--- src/hw/rtl/psalu_pkg.sv ---
// Shared types and constants for the postfix stack ALU.
package psalu_pkg;

    localparam int WORD_W  = 32;
    localparam int IDX_W   = 10;
    localparam int DEPTH_W = 11;
    localparam int STEP_W  = $clog2(WORD_W);

    typedef enum logic [2:0] {
        CMD_PUSH        = 3'd0,
        CMD_POP         = 3'd1,
        CMD_PEEK_TOP    = 3'd2,
        CMD_PEEK_BOTTOM = 3'd3,
        CMD_ADD         = 3'd4,
        CMD_SUB         = 3'd5,
        CMD_MUL         = 3'd6,
        CMD_DIV         = 3'd7
    } cmd_t;

    typedef enum logic [2:0] {
        ERR_OK      = 3'd0,
        ERR_EMPTY   = 3'd1,
        ERR_RANGE   = 3'd2,
        ERR_FEW     = 3'd3,
        ERR_DIVZERO = 3'd4,
        ERR_FULL    = 3'd5
    } err_t;

    typedef enum logic [1:0] {
        ALU_ADD = 2'd0,
        ALU_SUB = 2'd1,
        ALU_MUL = 2'd2,
        ALU_DIV = 2'd3
    } alu_op_t;

    typedef struct packed {
        logic    start;
        alu_op_t op;
    } alu_req_t;

endpackage

--- src/hw/rtl/psalu_alu.sv ---
// Shared iterative arithmetic unit: add, subtract, shift-add multiply, floor divide.
module psalu_alu import psalu_pkg::*; (
    input  logic              clk,
    input  logic              rst_n,
    input  alu_req_t          req,
    input  logic [WORD_W-1:0] a,
    input  logic [WORD_W-1:0] b,
    output logic              done,
    output logic [WORD_W-1:0] result
);

    typedef enum logic [2:0] {
        U_IDLE = 3'b001,
        U_RUN  = 3'b010,
        U_FIX  = 3'b100
    } ustate_t;

    ustate_t           state_reg, state_next;
    logic              done_reg, done_next;
    alu_op_t           op_reg, op_next;
    logic [WORD_W-1:0] acc_reg, acc_next;
    logic [WORD_W-1:0] sh_reg, sh_next;
    logic [WORD_W-1:0] opd_reg, opd_next;
    logic [WORD_W-1:0] result_reg, result_next;
    logic              neg_reg, neg_next;
    logic [STEP_W-1:0] step_reg, step_next;
    logic [WORD_W:0]   trial;
    logic [WORD_W-1:0] abs_a, abs_b;

    assign abs_a = a[WORD_W-1] ? (WORD_W'(0) - a) : a;
    assign abs_b = b[WORD_W-1] ? (WORD_W'(0) - b) : b;
    // restoring divide step: remainder shifted with next dividend bit, minus divisor
    assign trial = {acc_reg, sh_reg[WORD_W-1]} - {1'b0, opd_reg};

    always_comb
    begin
        state_next  = state_reg;
        done_next   = 1'b0;
        op_next     = op_reg;
        acc_next    = acc_reg;
        sh_next     = sh_reg;
        opd_next    = opd_reg;
        result_next = result_reg;
        neg_next    = neg_reg;
        step_next   = step_reg;
        case (state_reg)
            U_IDLE:
            begin
                if (req.start)
                begin
                    op_next   = req.op;
                    step_next = '0;
                    acc_next  = '0;
                    case (req.op)
                        ALU_ADD:
                        begin
                            result_next = b + a;
                            done_next   = 1'b1;
                        end
                        ALU_SUB:
                        begin
                            result_next = b - a;
                            done_next   = 1'b1;
                        end
                        ALU_MUL:
                        begin
                            sh_next    = a;
                            opd_next   = b;
                            state_next = U_RUN;
                        end
                        default:
                        begin
                            sh_next    = abs_b;
                            opd_next   = abs_a;
                            neg_next   = a[WORD_W-1] ^ b[WORD_W-1];
                            state_next = U_RUN;
                        end
                    endcase
                end
            end
            U_RUN:
            begin
                if (op_reg == ALU_MUL)
                begin
                    if (sh_reg[0])
                    begin
                        acc_next = acc_reg + opd_reg;
                    end
                    opd_next = {opd_reg[WORD_W-2:0], 1'b0};
                    sh_next  = {1'b0, sh_reg[WORD_W-1:1]};
                end
                else if (!trial[WORD_W])
                begin
                    acc_next = trial[WORD_W-1:0];
                    sh_next  = {sh_reg[WORD_W-2:0], 1'b1};
                end
                else
                begin
                    acc_next = {acc_reg[WORD_W-2:0], sh_reg[WORD_W-1]};
                    sh_next  = {sh_reg[WORD_W-2:0], 1'b0};
                end
                step_next = step_reg + STEP_W'(1);
                if (step_reg == STEP_W'(WORD_W - 1))
                begin
                    state_next = U_FIX;
                end
            end
            U_FIX:
            begin
                if (op_reg == ALU_MUL)
                begin
                    result_next = acc_reg;
                end
                else if (neg_reg)
                begin
                    // signs differ: negate, and round down when a remainder is left
                    result_next = (acc_reg != '0) ? ~sh_reg : (WORD_W'(0) - sh_reg);
                end
                else
                begin
                    result_next = sh_reg;
                end
                done_next  = 1'b1;
                state_next = U_IDLE;
            end
            default:
            begin
                state_next = U_IDLE;
            end
        endcase
    end

    always_ff @(posedge clk or negedge rst_n)
    begin
        if (!rst_n)
        begin
            state_reg <= U_IDLE;
            done_reg  <= 1'b0;
        end
        else
        begin
            state_reg <= state_next;
            done_reg  <= done_next;
        end
    end

    always_ff @(posedge clk)
    begin
        op_reg     <= op_next;
        acc_reg    <= acc_next;
        sh_reg     <= sh_next;
        opd_reg    <= opd_next;
        result_reg <= result_next;
        neg_reg    <= neg_next;
        step_reg   <= step_next;
    end

    assign done   = done_reg;
    assign result = result_reg;

endmodule

--- config.mk ---
export PLATFORM = sky130hd
export DESIGN_NAME = psalu_alu
export DESIGN_NICKNAME = d
export VERILOG_FILES = /design/src/hw/rtl/psalu_pkg.sv /design/src/hw/rtl/psalu_alu.sv
export SDC_FILE = /design/constraint.sdc
export NUM_CORES = 1
export LEC_CHECK = 0
export BUFFER_PORTS_ARGS = -buffer_cell sky130_fd_sc_hd__buf_2
export CELL_PAD_IN_SITES_DETAIL_PLACEMENT = 1
export CELL_PAD_IN_SITES_GLOBAL_PLACEMENT = 1
export CORE_MARGIN = 2
export CORE_UTILIZATION = 45
export CTS_CLUSTER_DIAMETER = 100
export DETAILED_ROUTE_END_ITERATION = 6
export MAX_ROUTING_LAYER = met4
export PLACE_DENSITY = 0.79
export SETUP_SLACK_MARGIN = 0.5
export SLEW_MARGIN = 20
export SYNTH_ARGS = -nofsm -noshare
export SYNTH_HDL_FRONTEND = slang
export SYNTH_SLANG_ARGS = --single-unit
--- constraint.sdc ---
create_clock -name clk -period 5.4 [get_ports clk]
set_input_delay 1.35 -clock clk [delete_from_list [all_inputs] [get_ports clk]]
set_output_delay 1.35 -clock clk [all_outputs]
set_load 0.01 [all_outputs]
* Word level (Yosys, flattened, before mapping) *
Cells that the tools add are included.

word-level totals
  bits in registers = 140
  bits of input ports = 69
  word-level logic and storage cells = 78
  output and inout bits = 33

cells by class
  eq/ne operators = 13
  reduce and logical (&&, ||, !) cells = 14
  add/sub/neg operators = 8
  mux-type cells = 31
  bitwise logic cells = 3

operators by type and width
  operator               number
  $mux 32                14
  $pmux 32 s2            7
  $sub 1x32->32 const A  3
  $add 32x32->32         2
  $sub 33x32->33         1
  $not 32->32            1
  $reduce_bool 32->1     1
  $sub 32x32->32         1
  $reduce_and 3->1       5
  $pmux 5 s2             1
  $mux 3                 3
  $ne 2x2->1 const B     4
  $pmux 3 s2             1
  $add 5x1->5 const B    1
  $eq 5x5->1 const B     1
  $mux 5                 1
  $eq 2x2->1 const B     2
  $reduce_and 2->1       2
  $reduce_and 4->1       1
  $reduce_bool 2->1      2
  $eq 3x1->1 const B     1
  $eq 3x2->1 const B     1
  $eq 3x3->1 const B     1
  $mux 1                 3
  9 further kinds        9

* Logic depth before layout (Yosys ltp) *
  depth in word-level cells = 5
  depth in mapped cells = 18

* Least setup slack after synthesis *
OpenSTA, ideal clock, no wires.

  path kind = input to register
  start = input port a[7]
  end = register result_reg[29] (netlist: result[29]), data pin
  path buffers = 1
  slack = 239 ps
  data arrival time = 4900 ps
  data required time = 5139 ps
  stages = 17
  cells stage by stage = clkbuf_1 or3_1 or4_1 nor2_1 nand2_1 o31ai_1 xor2_1 ha_1 o21a_1 o211ai_1 a31oi_1 a211o_1 a311oi_1 o31ai_1 a31oi_1 nor3_1 o32a_1

between the ends
  word-level cells in the longest chain between the ends = 4
  elaborated cells between the ends (all ways) = 5
  those cells by class = add/sub (2); mux (3)

RTL lines
  item                                                     RTL line                          RTL
  start, declared                                          psalu_alu.sv:6                    input logic [WORD_W-1:0] a,
  $sub 32x32->32 / $add 32x32->32 (equally long branches)  psalu_alu.sv:62, psalu_alu.sv:57
  $pmux 32 s2 *                                            psalu_alu.sv:54                   case (req.op)
  $mux 32 *                                                psalu_alu.sv:49                   if (req.start)
  $pmux 32 s2 *                                            psalu_alu.sv:46                   case (state_reg)
  named net result_next[29]                                psalu_alu.sv:24                   logic [WORD_W-1:0] result_reg, result_next;
  end signal, assigned                                     psalu_alu.sv:153                  result_reg <= result_next;
  end, declared                                            psalu_alu.sv:24

Mark *: on every way through the listed nets, which the timed path passes. The rest lies on a longest branch. The select of a mux whose other input is x is not followed.
A chain may end at the register's enable or synchronous reset.

* Worst setup path in the final report *
  start = input port a[14]
  end = register result_reg[27] (netlist: result[27]), data pin

The elaborated chain is that of the path after synthesis.

==> impl_metrics.py <==
metrics = {
    "timing": {
        "max_slew_margin_pct": 32.5,
        "timing.final.setup_violations": 0,
        "setup_ws_ns": 0.540,
        "fin_worst_hold_slack_ns": 0.592,
        "period_share_pct": 90.0,
        "post_route_skew_ns": 0.00791,
        "fin_tns_setup_ns": 0,
        "finalMaxSlewViolations": 0,
        "timing.final.crit_period_ns": 4.86,
        "max_clock_freq_mhz": 206,
        "tightest_slew_ns": 1.01,
        "hold_violations": 0,
        "rsz0062_at_grt": "yes",
    },
    "setup_path": {
        "worst-setup-path-type": "in2reg",
        "ff_to_ff_path_depth": 13,
        "cp-end-kind": "flip-flop",
        "critical_path.startpoint_type": "input port",
        "critical_path_required_ns": 5.56,
        "arrival_ns": 5.02,
        "timing.critical_path.fanout_max": 4,
    },
    "power_and_ir_drop": {
        "p_leak_nw": 6.81,
        "power.density_nw_per_um2": 268,
        "worst_ir_drop_vdd_mv": 0.204,
    },
    "logic_synthesis": {
        "synth-main-ff-cell": "edfxtp_1",
        "synth_compound_gate_area_share_pct": 27.3,
        "post_synth_xor_area_fraction_pct": 11.4,
        "ys_seq_area_share_pct": 28.4,
        "synth_edf_count": 136,
        "synth.avg_cell_area_um2": 8.07,
        "synth-warning-count": 0,
        "synth-simple-area-share_pct": 18.1,
        "synth.area.mux_share_pct": 1.76,
        "ys_ff_latch": 140,
        "synth_top_family_by_area": "compound AO/OA/AOI/OAI gates",
        "mappedNetlistArea_um2": 14800,
        "synthDistinctLibCells": 72,
        "synth_fa_ha_area_share_pct": 8.89,
        "synthCells": 1827,
        "synthArstFlopShare_pct": 2.86,
        "synth.net_count": 1999,
    },
    "layout": {
        "layout-area-overhead-vs-synth_pct": 12.8,
        "drive_above_1_share_pct": 12.3,
        "most-common-layout-cells": "nand2_1 (234), nor2_1 (140), edfxtp_1 (136), xor2_1 (134), a21oi_1 (126)",
        "nFillCells": 3998,
        "final_common_cell": "nand2_1",
        "layoutNonFillerInstCount": 2344,
        "finish.net_count": 2060,
    },
    "drt": {
        "wl_per_cell_um": 21.7,
        "route.final.wire_length_mm": 51.0,
        "m1WireLength_mm": 24.6,
        "remaining_drc_errors": 0,
        "vias_per_cell": 6.11,
        "route.antenna.remaining_nets": 0,
        "met2_length_mm": 23.2,
        "drt_iter0_drc": 1100,
        "detailedRoute.firstPassIterationCount": 5,
        "routed.top_layer": "met4",
        "via_count": 14315,
        "wl_met3_mm": 2.63,
    },
    "clock_tree": {
        "cts_buffer_depth": 2,
        "cts_made_buffers": 17,
        "holdBufCountCts": 0,
        "tritoncts_num_sinks": 140,
        "cts.htree.levels": 4,
        "clkSlewWorstSetupHoldPaths_ns": 0.06,
        "clk-insertion-delay-late_ns": 0.43,
        "clock_tree.root_cell": "clkbuf_16",
        "tritoncts_clock_tree": "built",
    },
    "floorplan": {
        "floorplan.die.height_um": 185,
        "initial_utilization_pct": 45.6,
        "fp.dieArea_um2": 34200,
        "core_um2": 32400,
        "die_w_um": 185,
        "site_rows": 66,
        "top_level_ports": 102,
    },
    "grt": {
        "global_route_wire_length_before_repair_mm": 79.5,
        "pin_count_of_the_biggest_net_entering_global_routing": 71,
        "first_global_vias": 14281,
        "antenna_found_initial": 1,
        "grt.total_usage_pct": 30.7,
        "grt_overflow_total": 0,
    },
    "outcome": {
        "status": "complete, no violations",
    },
    "placement": {
        "dp.final_hpwl_mm": 39.5,
        "dp_cells": 2300,
        "dpl_worst_slack_ns": -0.0763,
        "place_congestion": 0.960,
        "portBuffers": 101,
    },
    "min_path": {
        "hold_path_class": "reg2reg",
        "hold-path-cell-count": 1,
    },
    "job": {
        "maxCapViolations": 0,
    },
}
metal layers:
metal	up-vias	GRT usage, %
met1	6999	43.9
met5	-	-
met3	35	2.20
met2	399	48.4
li1	6882	-
met4	0	5.37
final cells by class:
cell class	instances	area [um2]	area share [%]
flip-flops and latches	140	4190	25.2
repair buffers	144	861	5.17
well taps	442	553	3.32
clock buffers	18	429	2.58
multi-input cells	1522	10200	61.4
inverters	63	236	1.42
clock inverters	14	148	0.888
diodes	1	2.50	0.0150
cell families (layout without fill, tap and decap cells):
kind of cell	count (synthesis)	count (layout)
muxes	26	26
adders and majority gates	103	103
AOI/OAI and AO/OA	625	625
other	0	1
and+or+nand+nor	576	576
DFF	140	140
xor gates and xnor gates	192	192
buffers and inverters	165	239
stage by stage:
stage / power [mW] / cell area (um2) / utilization (%)
6_report: 4.47 / 16600 / 51.4
3_3_place_gp: 3.18 / 15800 / 48.8
2_1_floorplan: 2.70 / 14800 / -
5_1_grt: 4.71 / 16600 / 51.4
4_1_cts: 4.43 / 16400 / 50.6
3_5_place_dp: 3.24 / 15800 / 48.8
report_power, final:
group | total [mW] | switching, mW | internal, mW
combinational | 1.82 | 1.11 | 0.714
clock | 1.17 | 0.494 | 0.680
sequential | 1.47 | 0.121 | 1.35
total | 4.47 | 1.72 | 2.74
Yosys cell counts, types with 49 or more instances:
cell type	number	area, um2
a21o_1	49	368
a21oi_1	129	646
clkbuf_1	92	345
edfxtp_1	136	4080
ha_1	100	1250
inv_1	63	236
nand2_1	238	893
nor2_1	144	541
o21ai_0	99	495
o21ai_1	55	275
xnor2_1	58	508
xor2_1	134	1170
path summary, 6_finish.rpt:
| path | end | slack (ns) | startpoint |
|---|---|---|---|
| max reg2reg | acc_reg[20] | 1.14 | sh_reg[31] |
| min reg2reg | step_reg[0] | 0.59 | step_reg[0] |
| min | step_reg[0] | 0.59 | step_reg[0] |
| max in group asynchronous | state_reg[0] | 4.48 | rst_n |
| max | result[27] | 0.54 | a[14] |
| min in group asynchronous | state_reg[1] | 0.71 | rst_n |
critical path, cell delays in order:
cell	delay, ns
buf_4	0.13
or4_4	0.53
nor4_4	0.37
buf_4	0.19
nand2_4	0.05
o21ai_2	0.15
xor2_1	0.20
ha_1	0.28
o21a_1	0.18
o211ai_1	0.16
a31oi_1	0.07
a211o_1	0.27
a311oi_2	0.29
o31ai_2	0.15
a31oi_2	0.24
buf_4	0.17
xnor2_1	0.12
o22ai_1	0.10
what timing repair did:
item	4_1_cts	5_1_grt
endpoints found under the hold margin	0	0
gates resized for setup	5	46
pin swaps	1	9
endpoints found under the setup margin	6	7
buffers inserted	0	11
Power figures use the tool's default switching activity.
